<file path="src/rtl/osc52_pkg.sv">
// Shared types, constants and the base64 character function of the OSC 52 encoder.
package osc52_pkg;

    localparam int HDR_LEN = 7;

    // Character slots of one beat sequence: header, four data slots, terminator.
    localparam logic [3:0] POS_HDR_FIRST  = 4'd0;
    localparam logic [3:0] POS_HDR_LAST   = 4'd6;
    localparam logic [3:0] POS_DATA_FIRST = 4'd7;
    localparam logic [3:0] POS_DATA_LAST  = 4'd10;
    localparam logic [3:0] POS_BEL        = 4'd11;

    localparam logic [7:0] BEL_CHAR = 8'h07;
    localparam logic [7:0] PAD_CHAR = 8'h3D;

    localparam logic [7:0] HDR_CHARS [HDR_LEN] = '{
        8'h1B, 8'h5D, 8'h35, 8'h32, 8'h3B, 8'h63, 8'h3B
    };

    localparam int QDEPTH  = 2;
    localparam int QPTR_W  = (QDEPTH > 1) ? $clog2(QDEPTH) : 1;
    localparam int QCNT_W  = $clog2(QDEPTH + 1);

    // Work handed from the front to the back for one input item.
    typedef struct packed {
        logic        hdr;     // emit the seven header characters
        logic        dat;     // emit four data slots
        logic        bel;     // emit the terminator
        logic [2:0]  nsx;     // data slots that carry sextets, the rest are padding
        logic [23:0] triple;  // bits of the group, first byte highest
    } osc52_job_t;

    // Standard base64 alphabet.
    function automatic logic [7:0] b64_char(input logic [5:0] v);
        logic [7:0] c;
        if (v < 6'd26) begin
            c = 8'h41 + {2'b00, v};
        end else if (v < 6'd52) begin
            c = 8'h61 + {2'b00, v - 6'd26};
        end else if (v < 6'd62) begin
            c = 8'h30 + {2'b00, v - 6'd52};
        end else if (v == 6'd62) begin
            c = 8'h2B;
        end else begin
            c = 8'h2F;
        end
        return c;
    endfunction

endpackage

</file>
<file path="src/rtl/osc52_base64_encoder.sv">
// Top level of the OSC 52 clipboard encoder: front end, job queue and sequencer.
//
// Each input beat carries one byte of clipboard text and the output stream
// carries the OSC 52 sequence ESC ] 5 2 ; c ; <base64> BEL, one character per
// beat. The output port sends at most one character per cycle while m_tready
// holds. An item causes no characters for the first two bytes of a group and
// four for the third; the first item of a text adds seven header characters
// and the closing item up to five more. A two-entry job queue lets the front
// end keep accepting items while the character sequencer drains earlier
// ones. Setting the disable register drops any partial text and consumes
// items without output; write it only while the block is idle.
module osc52_base64_encoder
    import osc52_pkg::*;
(
    input  logic        clk,
    input  logic        rst_n,
    input  logic        cfg_valid,
    output logic        cfg_ready,
    input  logic        cfg_data,   // osc_disable
    input  logic        s_tvalid,
    output logic        s_tready,
    input  logic [7:0]  s_tdata,    // [7:0] data_byte
    input  logic        s_tlast,    // end_of_text
    input  logic        s_tuser,    // [0] byte_valid
    output logic        m_tvalid,
    input  logic        m_tready,
    output logic [7:0]  m_tdata,    // [7:0] out_char
    output logic        m_tlast,    // run_last
    output logic        m_tuser     // [0] seq_end
);

    osc52_job_t  push_job;
    osc52_job_t  head_job;
    logic        push;
    logic        full;
    logic        pop;
    logic        head_valid;

    assign cfg_ready = 1'b1;

    osc52_front u_front (
        .clk       (clk),
        .rst_n     (rst_n),
        .cfg_valid (cfg_valid),
        .cfg_data  (cfg_data),
        .s_tvalid  (s_tvalid),
        .s_tready  (s_tready),
        .s_tdata   (s_tdata),
        .s_tlast   (s_tlast),
        .s_tuser   (s_tuser),
        .q_full    (full),
        .q_push    (push),
        .q_job     (push_job)
    );

    osc52_queue u_queue (
        .clk        (clk),
        .rst_n      (rst_n),
        .push       (push),
        .push_job   (push_job),
        .full       (full),
        .pop        (pop),
        .head_valid (head_valid),
        .head_job   (head_job)
    );

    osc52_back u_back (
        .clk      (clk),
        .rst_n    (rst_n),
        .q_valid  (head_valid),
        .q_job    (head_job),
        .q_pop    (pop),
        .m_tvalid (m_tvalid),
        .m_tready (m_tready),
        .m_tdata  (m_tdata),
        .m_tlast  (m_tlast),
        .m_tuser  (m_tuser)
    );

endmodule

</file>
<file path="src/rtl/osc52_front.sv">
// Front end: accepts input beats, tracks the base64 group and builds jobs.
module osc52_front
    import osc52_pkg::*;
(
    input  logic        clk,
    input  logic        rst_n,
    input  logic        cfg_valid,
    input  logic        cfg_data,
    input  logic        s_tvalid,
    output logic        s_tready,
    input  logic [7:0]  s_tdata,
    input  logic        s_tlast,
    input  logic        s_tuser,
    input  logic        q_full,
    output logic        q_push,
    output osc52_job_t  q_job
);

    logic        disable_reg;
    logic [1:0]  fill_reg, fill_next;
    logic [15:0] held_reg, held_next;
    logic        hdr_sent_reg, hdr_sent_next;

    logic        accept;
    logic        close;
    logic        full_grp;
    logic [1:0]  fill_after;
    logic [15:0] held_after;
    logic        flush;

    assign s_tready = ~q_full;
    assign accept   = s_tvalid & s_tready;

    // A beat without a byte always closes the text.
    assign close    = s_tlast | ~s_tuser;
    assign full_grp = s_tuser & (fill_reg == 2'd2);

    always_comb
    begin
        if (!s_tuser) begin
            fill_after = fill_reg;
            held_after = held_reg;
        end else if (full_grp) begin
            fill_after = 2'd0;
            held_after = 16'h0000;
        end else begin
            fill_after = fill_reg + 2'd1;
            held_after = {held_reg[7:0], s_tdata};
        end
    end

    assign flush = close & (fill_after != 2'd0);

    always_comb
    begin
        q_job.hdr = ~hdr_sent_reg;
        q_job.dat = full_grp | flush;
        q_job.bel = close;
        if (full_grp) begin
            q_job.nsx    = 3'd4;
            q_job.triple = {held_reg, s_tdata};
        end else if (fill_after == 2'd1) begin
            q_job.nsx    = 3'd2;
            q_job.triple = {held_after[7:0], 16'h0000};
        end else begin
            q_job.nsx    = 3'd3;
            q_job.triple = {held_after, 8'h00};
        end
    end

    // Beats that cause no character push nothing.
    assign q_push = accept & ~disable_reg & (~hdr_sent_reg | full_grp | close);

    always_comb
    begin
        fill_next     = fill_reg;
        held_next     = held_reg;
        hdr_sent_next = hdr_sent_reg;
        if (accept) begin
            if (disable_reg || close) begin
                fill_next     = 2'd0;
                held_next     = 16'h0000;
                hdr_sent_next = 1'b0;
            end else begin
                fill_next     = fill_after;
                held_next     = held_after;
                hdr_sent_next = 1'b1;
            end
        end
    end

    always_ff @(posedge clk or negedge rst_n)
    begin
        if (!rst_n) begin
            disable_reg  <= 1'b0;
            fill_reg     <= 2'd0;
            held_reg     <= 16'h0000;
            hdr_sent_reg <= 1'b0;
        end else begin
            if (cfg_valid) begin
                disable_reg <= cfg_data;
            end
            fill_reg     <= fill_next;
            held_reg     <= held_next;
            hdr_sent_reg <= hdr_sent_next;
        end
    end

endmodule

</file>
<file path="src/rtl/osc52_queue.sv">
// Short job queue between the front end and the character sequencer.
module osc52_queue
    import osc52_pkg::*;
(
    input  logic        clk,
    input  logic        rst_n,
    input  logic        push,
    input  osc52_job_t  push_job,
    output logic        full,
    input  logic        pop,
    output logic        head_valid,
    output osc52_job_t  head_job
);

    osc52_job_t          mem_reg [QDEPTH];
    logic [QPTR_W-1:0]   wr_ptr_reg;
    logic [QPTR_W-1:0]   rd_ptr_reg;
    logic [QCNT_W-1:0]   count_reg;
    logic                do_push;
    logic                do_pop;

    assign full       = (count_reg == QCNT_W'(QDEPTH));
    assign head_valid = (count_reg != '0);
    assign head_job   = mem_reg[rd_ptr_reg];
    assign do_push    = push & ~full;
    assign do_pop     = pop & head_valid;

    always_ff @(posedge clk)
    begin
        if (do_push) begin
            mem_reg[wr_ptr_reg] <= push_job;
        end
    end

    always_ff @(posedge clk or negedge rst_n)
    begin
        if (!rst_n) begin
            wr_ptr_reg <= '0;
            rd_ptr_reg <= '0;
            count_reg  <= '0;
        end else begin
            if (do_push) begin
                wr_ptr_reg <= (wr_ptr_reg == QPTR_W'(QDEPTH - 1)) ? '0 : wr_ptr_reg + 1'b1;
            end
            if (do_pop) begin
                rd_ptr_reg <= (rd_ptr_reg == QPTR_W'(QDEPTH - 1)) ? '0 : rd_ptr_reg + 1'b1;
            end
            if (do_push && !do_pop) begin
                count_reg <= count_reg + 1'b1;
            end else if (do_pop && !do_push) begin
                count_reg <= count_reg - 1'b1;
            end
        end
    end

endmodule

</file>
<file path="src/rtl/osc52_back.sv">
// Back end: walks each job one character per cycle, unless the output stalls, into the output register.
module osc52_back
    import osc52_pkg::*;
(
    input  logic        clk,
    input  logic        rst_n,
    input  logic        q_valid,
    input  osc52_job_t  q_job,
    output logic        q_pop,
    output logic        m_tvalid,
    input  logic        m_tready,
    output logic [7:0]  m_tdata,
    output logic        m_tlast,
    output logic        m_tuser
);

    logic        cur_valid_reg;
    osc52_job_t  cur_job_reg;
    logic [3:0]  pos_reg;
    logic        out_valid_reg;
    logic [7:0]  out_char_reg;
    logic        out_last_reg;
    logic        out_end_reg;

    logic        out_load;
    logic        emit;
    logic        cur_last;
    logic [3:0]  pos_next;
    logic [3:0]  start_pos;
    logic [7:0]  cur_char;
    logic [1:0]  slot;
    logic [5:0]  sext;

    assign out_load = ~out_valid_reg | m_tready;
    assign emit     = cur_valid_reg & out_load;
    assign q_pop    = q_valid & (~cur_valid_reg | (emit & cur_last));

    always_comb
    begin
        if (q_job.hdr) begin
            start_pos = POS_HDR_FIRST;
        end else if (q_job.dat) begin
            start_pos = POS_DATA_FIRST;
        end else begin
            start_pos = POS_BEL;
        end
    end

    // Skip the slots a job does not use; the end of the job is the last char.
    always_comb
    begin
        pos_next = pos_reg + 4'd1;
        cur_last = 1'b0;
        if (pos_reg == POS_HDR_LAST) begin
            if (cur_job_reg.dat) begin
                pos_next = POS_DATA_FIRST;
            end else if (cur_job_reg.bel) begin
                pos_next = POS_BEL;
            end else begin
                cur_last = 1'b1;
            end
        end else if (pos_reg == POS_DATA_LAST) begin
            if (cur_job_reg.bel) begin
                pos_next = POS_BEL;
            end else begin
                cur_last = 1'b1;
            end
        end else if (pos_reg >= POS_BEL) begin
            cur_last = 1'b1;
        end
    end

    assign slot = 2'(pos_reg - POS_DATA_FIRST);

    always_comb
    begin
        case (slot)
            2'd0:    sext = cur_job_reg.triple[23:18];
            2'd1:    sext = cur_job_reg.triple[17:12];
            2'd2:    sext = cur_job_reg.triple[11:6];
            default: sext = cur_job_reg.triple[5:0];
        endcase
    end

    always_comb
    begin
        if (pos_reg <= POS_HDR_LAST) begin
            cur_char = HDR_CHARS[pos_reg[2:0]];
        end else if (pos_reg <= POS_DATA_LAST) begin
            cur_char = ({1'b0, slot} < cur_job_reg.nsx) ? b64_char(sext) : PAD_CHAR;
        end else begin
            cur_char = BEL_CHAR;
        end
    end

    always_ff @(posedge clk)
    begin
        if (q_pop) begin
            cur_job_reg <= q_job;
        end
        if (emit) begin
            out_char_reg <= cur_char;
            out_last_reg <= cur_last;
            out_end_reg  <= (pos_reg == POS_BEL);
        end
    end

    always_ff @(posedge clk or negedge rst_n)
    begin
        if (!rst_n) begin
            cur_valid_reg <= 1'b0;
            pos_reg       <= POS_HDR_FIRST;
            out_valid_reg <= 1'b0;
        end else begin
            if (q_pop) begin
                cur_valid_reg <= 1'b1;
                pos_reg       <= start_pos;
            end else if (emit && cur_last) begin
                cur_valid_reg <= 1'b0;
            end else if (emit) begin
                pos_reg <= pos_next;
            end
            if (out_load) begin
                out_valid_reg <= emit;
            end
        end
    end

    assign m_tvalid = out_valid_reg;
    assign m_tdata  = out_char_reg;
    assign m_tlast  = out_last_reg;
    assign m_tuser  = out_end_reg;

endmodule
</file>
<file path="config.mk">
export PLATFORM = sky130hd
export DESIGN_NAME = osc52_base64_encoder
export DESIGN_NICKNAME = d
export VERILOG_FILES = /design/src/rtl/osc52_pkg.sv /design/src/rtl/osc52_base64_encoder.sv /design/src/rtl/osc52_front.sv /design/src/rtl/osc52_queue.sv /design/src/rtl/osc52_back.sv
export SDC_FILE = /design/constraint.sdc
export NUM_CORES = 1
export LEC_CHECK = 0
export ABC_AREA = 1
export BUFFER_PORTS_ARGS = -buffer_cell sky130_fd_sc_hd__buf_2
export CAP_MARGIN = 20
export CORE_MARGIN = 3
export CORE_UTILIZATION = 55
export CTS_CLUSTER_SIZE = 12
export DETAILED_ROUTE_END_ITERATION = 16
export GPL_ROUTABILITY_DRIVEN = 0
export PLACE_DENSITY_LB_ADDON = 0.08
export SLEW_MARGIN = 20
export SYNTH_ARGS = -nofsm -noshare
export SYNTH_HDL_FRONTEND = slang
export SYNTH_HIERARCHICAL = 1
export SYNTH_SLANG_ARGS = --single-unit
</file>
<file path="constraint.sdc">
create_clock -name clk -period 3.71 [get_ports clk]
set_input_delay 1.113 -clock clk [delete_from_list [all_inputs] [get_ports clk]]
set_output_delay 1.113 -clock clk [all_outputs]
set_load 0.03 [all_outputs]
</file>
==> results summary, run 1 <==
The flow ran to the end, and the final reports show no timing, DRC or antenna violations. The startpoint identified for the worst register-to-register timing path is u_back/pos_reg[0]. Once the clock tree was built, the resizer swapped 0 gates to a different size. In this run the power density over the cells is 967 nW/µm². The setup path with the least slack is of type reg2reg.

The sequential cell area is around 3700 µm². The wire length of the first global-routing pass is approximately 21 mm. After the first detailed-routing iteration, the DRC count stood at about 400. The overflow left after global routing is 0. The capturing point of the worst reg2reg path is u_back/m_tdata[4]. The worst max-slew margin expressed relative to the limit came out at 0.512. The number of standard-cell rows in the floorplan is 39.

The average vias per placed instance came out at about 5.2. Across all setup checks in the final design, the least slack found is 0.844 ns. The number of antenna diodes in the final layout is 0. The critical path launch point is u_back/pos_reg[0]. The I/O pin count came out at 29.

TritonCTS built the clock tree. The hold violation count in the final report is 0. The summed negative setup slack over all endpoints came out at 0 ns. The leakage power of the design came out at 3.33 nW. Dividing the final minimum period by the clock period gives 0.773. The maximum root-to-sink buffer count came out at 2.

The cell area after synthesis came out at 6590 µm². In the final design database the tool counted about 800 nets. For this design, the sink count on the clock tree is ~130.

The number of distinct standard cells referenced by the synthesized netlist is 42. The sequential fraction of the synthesis area is 0.565. The sum of net half-perimeters after detailed placement came out at around 8.8 mm.

The shortest period the worst path allows is between 2 and 3 ns. The first detailed-routing pass took 5 iterations. The number of global-route vias before repair is between 4k and 5k.

The number of DRC violations after detailed routing is 0. STA classifies the critical path startpoint as a register. The height of the chip came out at approximately 120 µm. Timing would allow up to approximately 0.35 GHz. The die covers approximately 13,000 µm². The required time of the worst setup path is ~3.9 ns. The final number of max-transition violations came to 0. The number of flip-flops in the largest register came out at 60. The initial core utilization came out at 0.570. The library cell used most frequently in the layout, excluding fill and tap cells, is sky130_fd_sc_hd__nand2_1. Across every metal layer, demand over resource in global routing totals 0.209.

The worst hold path belongs to the class reg2reg. The slew at the pin with the worst max-slew slack came out at 0.733 ns. The end point of the worst hold path is u_queue/count_reg[1]. The H-tree depth came out at 4. STA puts the critical path data arrival time at between 3 and 4 ns. In this run, synthesis inferred a little under 100 flip-flops with an integrated enable. The net count after synthesis came out at roughly 750. The average wire per cell in the routed design is roughly 14 µm. The remaining number of nets flagged by the antenna check after routing is 0. Entering global routing, the biggest net connects 34 pins.

The synthesized design spends more area on one cell type than any other, namely sky130_fd_sc_hd__edfxtp_1. The peak supply drop came out at 0.419 mV. Setup repair after global routing left no endpoint under its margin.

In this run, synthesis produced a sequential element count of between 100 and 150. The setup clock skew after layout came out at roughly 0.0047 ns. In this run the mean area of a mapped cell was between 9 and 10 µm². Summing all non-filler instances in the final layout gives an area of ~7400 µm². The nature of the critical path endpoint is a register.

The portion of synthesized cell area occupied by the leading cell type came out at 0.451. The most used flip-flop cell after synthesis is sky130_fd_sc_hd__edfxtp_1. Measured in cells, the most critical reg-to-reg path has a length of 17. In the synthesized netlist the async set-or-reset flop fraction comes to 0.233. The signed area change from the synthesized netlist to the final layout came out at 12.2%. Setup violations remaining at the end of the flow were counted as 0. The setup slack on the worst flop-to-flop path came out at roughly 0.84 ns.

After synthesis, the cell types taking the most area are sky130_fd_sc_hd__edfxtp_1 (45%), sky130_fd_sc_hd__nand2_1 (16%), sky130_fd_sc_hd__dfrtp_1 (11%), sky130_fd_sc_hd__nand3_1 (3.7%), sky130_fd_sc_hd__inv_1 (3.2%). The number of input and output port buffers inserted is 27. The worst hold path startpoint is u_queue/count_reg[1]. The number of warnings printed during yosys synthesis is 6.

The chip width came out at 115 µm. The clock-pin slew reported for the worst setup and hold paths after clock tree synthesis came out at around 0.050 ns. The cell area after placement is ~6800 µm².

The CTS buffer count came out at 17. The number of max-cap violations came out at 0. The count of vias placed by the detailed router is approximately 4.7k. The core outline area is 11,600 µm².

The worst-skew pair later-pin latency is between 0.4 and 0.5 ns. Fill cells in the final layout number about 940. The count of hold buffers inserted by post-cts repair is 0. In the layout the commonest cells are sky130_fd_sc_hd__nand2_1 (286), sky130_fd_sc_hd__edfxtp_1 (99), sky130_fd_sc_hd__inv_1 (56). The initial antenna violation count was 0. The cell sitting at the root of the clock tree is a sky130_fd_sc_hd__clkbuf_16. The highest net fanout along the worst path came out at 11. The final wirelength came out at between 10 and 15 mm. The post-placement setup slack is roughly 0.65 ns. The area taken by multi-input logic gates is 2460 µm². The synthesized instance count came out at between 700 and 800. In this run the post-CTS setup repair buffer count came out at 0. The cell depth of the worst hold path is 2. In the final layout, the share of cells above drive strength 1 is 0.156.
-- metrics by stage --
stage                      util  hold WS (ns)  total power [W]  instances
after floorplan               -         0.442          0.00487        717
after global placement    0.590         0.458          0.00552        873
after detailed placement  0.590         0.463          0.00560        873
after CTS                 0.639         0.478          0.00722        904
after global routing      0.639         0.523          0.00777        904
final                     0.639         0.472          0.00715        904
-- kinds of logic (layout without fill, tap and decap cells) --
group,Yosys count,count (layout),share of synthesized area
adders and majority gates,15,15,0.0285
other,1,1,0.000569
DFF,129,129,0.565
AOI/OAI and AO/OA,61,61,0.0557
buffers and inverters,90,134,0.0616
and+or+nand+nor,413,413,0.278
xor gates and xnor gates,8,8,0.0106
-- area by class of cell --
| type | instances | area share |
|---|---|---|
| Clock inverter | 7 | 0.0110 |
| Tap cell | 143 | 0.0242 |
| Sequential cell | 129 | 0.504 |
| Timing Repair Buffer | 34 | 0.0254 |
| Multi-Input combinational cell | 498 | 0.333 |
| Inverter | 69 | 0.0364 |
| Clock buffer | 24 | 0.0665 |
-- routing by layer --
layer | up-vias | routed length [µm] | track usage
met5 | - | 0 | 0
met4 | 0 | 187 | 0.0806
met3 | 14 | 581 | 0.0507
met2 | 124 | 6300 | 0.346
met1 | 2187 | 5450 | 0.267
li1 | 2385 | - | -
-- worst max path at each step --
stage,end,slack (ns)
CTS,u_back/m_tdata[4],0.84
detailed placement,u_queue/mem_reg[0][0],0.65
global route,u_back/m_tdata[4],0.47
global placement,u_queue/mem_reg[0][0],0.68
finish,u_back/m_tdata[4],0.84
floorplan,u_queue/mem_reg[1][0],0.33
-- critical path: stages, from the launching register on --
cell                      delay, ns
sky130_fd_sc_hd__dfrtp_1       0.50
sky130_fd_sc_hd__inv_1         0.15
sky130_fd_sc_hd__ha_1          0.25
sky130_fd_sc_hd__inv_2         0.21
sky130_fd_sc_hd__nand2_2       0.12
sky130_fd_sc_hd__nor2_1        0.20
sky130_fd_sc_hd__nor2_4        0.07
sky130_fd_sc_hd__ha_1          0.31
sky130_fd_sc_hd__nor2_1        0.16
sky130_fd_sc_hd__inv_1         0.07
sky130_fd_sc_hd__nor2_1        0.11
sky130_fd_sc_hd__nand2_1       0.08
sky130_fd_sc_hd__nand3_1       0.08
sky130_fd_sc_hd__nand2_1       0.05
sky130_fd_sc_hd__nand2_1       0.05
sky130_fd_sc_hd__nand2_1       0.06
sky130_fd_sc_hd__nand3_1       0.06
sky130_fd_sc_hd__nand2_1       0.07
-- synthesized netlist by cell type, types with 2 or more instances --
cell,count
sky130_fd_sc_hd__o21ai_0,25
sky130_fd_sc_hd__buf_2,10
sky130_fd_sc_hd__buf_4,6
sky130_fd_sc_hd__o21bai_4,2
sky130_fd_sc_hd__o22ai_1,2
sky130_fd_sc_hd__nand2_2,14
sky130_fd_sc_hd__inv_1,56
sky130_fd_sc_hd__inv_2,10
sky130_fd_sc_hd__a21oi_1,13
sky130_fd_sc_hd__nor2_2,9
sky130_fd_sc_hd__nand2_4,6
sky130_fd_sc_hd__dfrtp_1,30
sky130_fd_sc_hd__nor3_1,3
sky130_fd_sc_hd__o21ai_2,3
sky130_fd_sc_hd__inv_4,2
sky130_fd_sc_hd__nand4_1,3
sky130_fd_sc_hd__o21ai_1,10
sky130_fd_sc_hd__nand3_1,49
sky130_fd_sc_hd__xor2_1,6
sky130_fd_sc_hd__nor2_1,31
sky130_fd_sc_hd__buf_6,3
sky130_fd_sc_hd__edfxtp_1,99
sky130_fd_sc_hd__ha_1,15
sky130_fd_sc_hd__xnor2_1,2
sky130_fd_sc_hd__nand2_1,286
sky130_fd_sc_hd__nor2_4,5
sky130_fd_sc_hd__clkbuf_1,2
-- power breakdown --
group / internal, W / total [W] / switching, W
combinational: 0.00105 / 0.00327 / 0.00222
sequential: 0.00212 / 0.00228 / 0.000167
clock: 0.00105 / 0.00160 / 0.000550
total: 0.00421 / 0.00715 / 0.00294
Note: power is estimated with default switching activity, not from simulation.
==> run 2: changes to the inputs <==
==> constraint.sdc (replaced) <==
create_clock -name clk -period 2.3 [get_ports clk]
set_input_delay 0.69 -clock clk [delete_from_list [all_inputs] [get_ports clk]]
set_output_delay 0.69 -clock clk [all_outputs]
set_load 0.03 [all_outputs]
==> run 2 against run 1 <==
  * The run now ends with negative setup slack left
  * Hold slack got worse by 0.13 ns
  * Largest power group unchanged
  * Routed wire length increased by 10%
  * Critical path type unchanged
  * Worst setup slack got worse by 0.91 ns
  * Clock skew increased by 0.0023 ns
  * Cell count increased by 4.1%
  * Utilization increased by 5.0 points
==> results summary, run 2 (synthesized netlist as in run 1, its figures left out) <==
The count of final setup violators is 3. The TritonCTS clock tree is yes. In this design, the largest share of critical-path delay is due to simple AND/OR/NAND/NOR gates. The final wirelength is 13.8 mm. CTS placed an instance of sky130_fd_sc_hd__clkbuf_16 at the clock tree root. The most common cell after layout, fill and taps aside is sky130_fd_sc_hd__nand2_1. Entering global routing, the biggest net connects 34 pins. Clock latency on the worst-skew pair, taken at its later pin, is just over 0.4 ns. The total stage count of the critical path came out at 15.

The initial DRC count came out at 362. The setup path with the least slack is of type reg2reg. The number of max-cap violations came out at 0.

The average wire per cell in the routed design came out at around 15 µm. The fraction of the core area covered by cells at the end of the flow is 0.689. The worst max-slew margin expressed relative to the limit came out at 0.504. Using the TritonRoute via totals, the vias-per-cell ratio works out to about 5.2. The highest metal layer carrying signal wires in the routed design is met4. The sum of net half-perimeters after detailed placement is 9.38 mm. The die covers around 13,000 µm². The remaining number of nets flagged by the antenna check after routing is 0. The overflow left after global routing is 0.

Leaving out fill and tap cells, the most frequent cells in the layout are sky130_fd_sc_hd__nand2_1 (277), sky130_fd_sc_hd__edfxtp_1 (99), sky130_fd_sc_hd__inv_1 (52). The cell area after placement came out at roughly 7000 µm². In the final design database the tool counted 816 nets. Clock-pin slew was measured on the worst setup and hold paths at 0.06 ns. Across the VDD grid, the largest voltage drop is around 0.72 mV.

The setup clock skew after layout is around 0.0070 ns. The flow ran to the end, but the final reports show violations. The highest net fanout along the worst path came out at 5. The number of standard-cell rows in the floorplan is 39. The cell depth of the worst flop-to-flop path is 15. For the worst setup path, the data required time is between 2 and 2.5 ns. The initial antenna violation count is 0. The slowest stage of the critical path is the sky130_fd_sc_hd__dfrtp_2 cell. Of the cells placed in the final design, the portion with a size suffix greater than 1 is 0.244.

The chip width is between 100 and 150 µm. The CTS buffer count came out at 17. The I/O pin count is 29. For this block, wires on met1 add up to about 5.9 mm.

The number of diodes is 0. The maximum root-to-sink buffer count came out at 2. The number of flip-flops in the largest register came out at 60. The H-tree depth is 4. The final number of max-transition violations came out at 0. In this run the tool buffered the top-level ports with 27 buffer cells. Clock tree synthesis found a total of around 130 sinks. The worst setup path is launched from a register. Setup repair after global routing could not meet its margin everywhere. The count of vias placed by the detailed router is just under 5k.

The wire length of the first global-routing pass is 22.8 mm. In the finished design, the share of the clock period the worst path needs comes to 1.03. The core outline area came out at about 12,000 µm².

The hold violation count in the final report is 0. The signed area change from the synthesized netlist to the final layout came out at 21.0%. STA classifies the critical path endpoint as a register. The min-delay analysis places its worst path in the category in2async. The worst hold slack is around 0.34 ns. The maximum clock rate came out at between 0.4 and 0.5 GHz.

The shortest period the worst path allows is roughly 2.4 ns. Across all setup checks in the final design, the least slack found is -0.0673 ns. The initial utilization of the core area, before any placement, comes to 0.570. The number of DRC violations after detailed routing is 0. The largest incremental delay on the critical path came out at approximately 0.47 ns. Traced cell by cell, the critical path runs through inv_4 -> ha_4 -> inv_4 -> or2_4 -> nand2_4 -> inv_4 -> ha_4 -> nor2_4 -> inv_2 -> nor2_1 -> nand2_1 -> nand3_1 -> o21ai_1 -> o21ai_1 -> o21ai_1. For this design the ratio of total power to cell area is between 1500 and 2000 nW/µm². The area of all placed cells without fillers came out at between 7000 and 8000 µm². The final reports fail on negative setup slack. The total met2 wirelength after detailed routing came out at ~7.0 mm. The height of the chip came out at 115 µm. The global-route usage over all layers came out at 0.222.

The critical path buffer and inverter count came out at 4. The slew at the pin with the worst max-slew slack came out at around 0.74 ns. The leakage power of the design is 3.52 nW.

Wire segments on met3 add up to roughly 560 µm in the final route. Data arrives at the worst endpoint at roughly 2.5 ns. The number of global-route vias before repair came to about 5k.

The first detailed-routing pass ran for 5 iterations.
-- run 2: cell count changes in the layout (fill, tap and decap cells not counted), sizes merged --
cell      delta
buf         +35
bufinv       +1
clkbuf       -4
clkinv       -2
clkinvlp     +5
inv          +2
-- run 2: stage by stage --
stage / worst slack (ns) / power, W / TNS [ns] / cells
2_1_floorplan: -0.0155 / 0.00804 / -0.0173 / 717
3_3_place_gp: -0.0709 / 0.00970 / -0.148 / 907
3_5_place_dp: -0.129 / 0.00982 / -0.425 / 907
4_1_cts: -0.0367 / 0.0128 / -0.0631 / 940
5_1_grt: -0.177 / 0.0140 / -0.911 / 941
6_report: -0.0673 / 0.0131 / -0.128 / 941
-- run 2: power by group --
part / internal [W] / total, W / switching [W]
Sequential: 0.00342 / 0.00372 / 0.000301
Combinational: 0.00251 / 0.00662 / 0.00410
Clock: 0.00176 / 0.00274 / 0.000974
-- run 2: timing repair --
| item | in CTS | in global routing |
|---|---|---|
| hold buffers | 0 | 0 |
| gates resized for setup | 14 | 21 |
| endpoints found under the setup margin | 7 | 9 |
| pin swaps | 3 | 8 |
| gates cloned | 0 | 1 |
| buffers inserted | 1 | 0 |
-- run 2: worst paths after layout --
| path | start | endpoint | slack (ns) |
|---|---|---|---|
| max | u_back/pos_reg[0] | u_back/m_tdata[6] | -0.07 |
| min | rst_n | u_back/m_tvalid | 0.34 |
| max reg2reg | u_back/pos_reg[0] | u_back/m_tdata[6] | -0.07 |
| min reg2reg | u_queue/count_reg[1] | u_queue/count_reg[1] | 0.48 |
| max in group asynchronous | rst_n | u_back/pos_reg[1] | 1.44 |
| min in group clk | cfg_valid | u_front/disable_reg | 0.48 |
-- run 2: cell type report --
class	instances	area, µm²
flip-flops and latches	129	3730
clock inverters	12	156
well taps	143	179
repair buffers	69	488
clock buffers	20	457
fillers	871	3600
inverters	69	293
repair inverters	1	6.26
multi-input cells	498	2660
-- run 2: routing by layer --
| metal | vias up | global-route usage |
|---|---|---|
| li1 | 2469 | - |
| met1 | 2304 | 0.260 |
| met2 | 131 | 0.380 |
| met3 | 30 | 0.0538 |
| met4 | 0 | 0.112 |
| met5 | - | 0 |
==> run 3: changes to the inputs <==
==> constraint.sdc (replaced) <==
create_clock -name clk -period 2.3 [get_ports clk]
set_input_delay 0.69 -clock clk [delete_from_list [all_inputs] [get_ports clk]]
set_output_delay 0.69 -clock clk [all_outputs]
set_load 0.005 [all_outputs]
==> run 3 against run 2 <==
  * The run still ends with negative setup slack left
  * Clock skew down 0.00054 ns
  * Die area is the same
  * Cell area is essentially flat
  * Largest power group unchanged
==> results summary, run 3 (synthesized netlist as in run 1, its figures left out) <==
The number of max-cap violations is 0. The proportion of power drawn by the clock network came out at 0.181. For this design, the sink count on the clock tree is approximately 130.

TritonCTS built the clock tree. The flow ran to the end, but the final reports show violations. The first detailed-routing pass took 5 iterations. The initial utilization of the core area, before any placement, comes to 0.570. The required time of the worst setup path came out at roughly 2.5 ns. The number of standard-cell rows in the floorplan came out at 39. The initial DRC count came out at 409.

The signed area change from the synthesized netlist to the final layout is 20.9%. The final route contains roughly 5k vias. The H-tree depth came out at 4. The multi-input combinational cells in the finished layout cover a total of 2730 µm². The filler-free cell count of the finished design came out at 942. After detailed routing, the average wire length per cell comes to approximately 15 µm.

The cell area after placement is 7210 µm². The wire length of the first global-routing pass came out at roughly 22 mm. STA classifies the critical path endpoint as a register.

The final wirelength is roughly 14 mm. Leaving out fill and tap cells, the most frequent cell in the layout is sky130_fd_sc_hd__nand2_1. The switching part of the total power is 0.411. The global-route usage over all layers came out at 0.220.

The worst-skew pair later-pin latency came out at 0.41 ns. The number of diodes is 0. Of the total power, combinational logic draws 0.529. Entering global routing, the biggest net connects 34 pins.

Dividing the final minimum period by the clock period gives 1.00. The worst setup path is launched from a register. The slew at the pin with the worst max-slew slack came out at 0.739 ns. Setup repair after global routing could not meet its margin everywhere. The leakage power of the design is approximately 3.5 nW. Summing all flip-flop and latch instances after layout gives around 3700 µm². The critical path goes through buf_6 -> ha_4 -> nand2_4 -> nand2_4 -> o21bai_4 -> a21oi_2 -> xor2_1 -> ha_1 -> nand3_1 -> nand2_1 -> inv_2 -> nand2_2 -> nand2_1 -> nand2_1 -> nand2_1.

The chip width came out at 115 µm. The arrival time at the worst endpoint came out at 2.46 ns. The worst hold path class is in2async.

The net load switching power came out at 0.00528 W. In this run the standard cell core region covers between 10,000 and 15,000 µm². Including well taps, the total number of placed cells is ~910. The total die area came out at roughly 13,000 µm². The initial antenna violation count is 0.

The worst max-slew margin expressed relative to the limit is 0.507. The overflow left after global routing is 0. IR analysis of the VDD net gives a maximum drop of approximately 0.75 mV. The register with the most flip-flops in the layout has 60 of them.

The number of nets in the finished design came out at between 800 and 900. The summed negative setup slack over all endpoints is -0.0144 ns. The proportion of layout cells with a drive suffix above 1 is 0.245.

TritonCTS created 17 clock buffers. The cell at the slowest stage of the critical path is sky130_fd_sc_hd__dfrtp_2. The hold violation count in the final report is 0. The register share of total power is 0.290.

The remaining number of nets flagged by the antenna check after routing is 0. By startpoint and endpoint, the worst setup path is classified as reg2reg. The maximum root-to-sink buffer count came out at 2. The final reports fail on negative setup slack. The final setup slack of the worst path is -0.00877 ns. Subtracting the final worst setup slack from the clock period gives 2.31 ns.

For the final database, setup skew stands at 0.00646 ns. The average vias per placed instance is roughly 5.2. Leaving out fill and tap cells, the most frequent cells in the layout are sky130_fd_sc_hd__nand2_1 (275), sky130_fd_sc_hd__edfxtp_1 (99), sky130_fd_sc_hd__inv_1 (51). The number of global-route vias before repair came out at between 4k and 5k. The count of final setup violators came out at 2. The maximum clock rate came out at about 0.43 GHz.

The internal power of the cells totals approximately 0.0076 W. After routing the design area is about 8000 µm². The sum of net half-perimeters after detailed placement came out at 9.67 mm.

The height of the chip is 115 µm. The final number of max-transition violations came out at 0. For this run, design rule violations remaining after detail routing come to 0.

The cell that appears most often on the critical path is sky130_fd_sc_hd__nand2_1. Clock-pin slew was measured on the worst setup and hold paths at about 0.050 ns. The I/O pin count came out at 29. The count of buffers added on input and output ports is 27. The highest net fanout along the worst path is 6. The tree is rooted in a sky130_fd_sc_hd__clkbuf_16. The power density over the cells is approximately 1600 nW/µm².

The filler cell count is between 800 and 900. In this design, the stage delay of the slowest critical-path cell is approximately 0.44 ns.
[run 3: cell count changes in the layout (fill, tap and decap cells not counted), moves of 4 or more]
cell / delta
sky130_fd_sc_hd__buf_6: +4
sky130_fd_sc_hd__clkinv_2: +4
sky130_fd_sc_hd__clkbuf_1: +4
sky130_fd_sc_hd__clkinvlp_4: -4
[run 3: cell type report]
type,instances,area share
sequential,129,0.468
multi-input combinational,499,0.343
timing repair buffer,71,0.0666
clock buffer,22,0.0558
inverter,69,0.0358
tap,143,0.0225
clock inverter,9,0.00848
[run 3: layer usage]
| metal | global-route usage | vias to the layer above | share of wire |
|---|---|---|---|
| met2 | 0.375 | 143 | 0.51 |
| li1 | - | 2472 | - |
| met4 | 0.0892 | 0 | 0.022 |
| met1 | 0.266 | 2296 | 0.42 |
| met3 | 0.0590 | 32 | 0.046 |
| met5 | 0 | - | 0 |
[run 3: final timing paths]
path	start	end	slack [ns]	depth (start not counted)
worst min-delay path	rst_n	u_back/pos_reg[1]	0.34	1
worst max-delay path	u_back/pos_reg[0]	u_back/m_tdata[5]	-0.009	15
min in group clk	cfg_valid	u_front/disable_reg	0.49	2
max in group asynchronous	rst_n	u_back/pos_reg[0]	1.45	1
worst max register to register	u_back/pos_reg[0]	u_back/m_tdata[5]	-0.009	15
worst min register to register	u_queue/count_reg[1]	u_queue/count_reg[1]	0.49	2
[run 3: power groups by stage]
stage	Clock (W)	Sequential (W)	Combinational (W)
final	0.00233	0.00372	0.00679
after CTS	0.00238	0.00370	0.00609
after detailed placement	0	0.00374	0.00596
after global placement	0	0.00372	0.00582
after global routing	0.00248	0.00377	0.00755
after floorplan	0	0.00368	0.00418
[run 3: what timing repair did]
item	in CTS	in global routing
pin swaps	5	14
setup buffers	1	2
resized for setup	9	39
setup endpoints to repair	7	8
cloned	0	1
hold buffers	0	0
[run 3: metrics by stage]
step / total power [W] / hold slack (ns) / utilization / setup slack [ns]
after floorplan: 0.00786 / 0.394 / - / -0.0205
after global placement: 0.00954 / 0.453 / 0.623 / -0.0172
after detailed placement: 0.00970 / 0.469 / 0.623 / -0.0606
after CTS: 0.0122 / 0.348 / 0.671 / -0.0153
after global routing: 0.0138 / 0.362 / 0.689 / -0.147
final: 0.0128 / 0.339 / 0.689 / -0.00877
[run 3: critical path, delay by kind of cell, from the launching register on]
| kind | cells | cell delay, ns |
|---|---|---|
| simple gates | 8 | 0.50 |
| xor+xnor | 1 | 0.15 |
| fa+ha+maj | 2 | 0.46 |
| flops | 1 | 0.44 |
| compound gates | 2 | 0.34 |
| buf+inv | 2 | 0.17 |
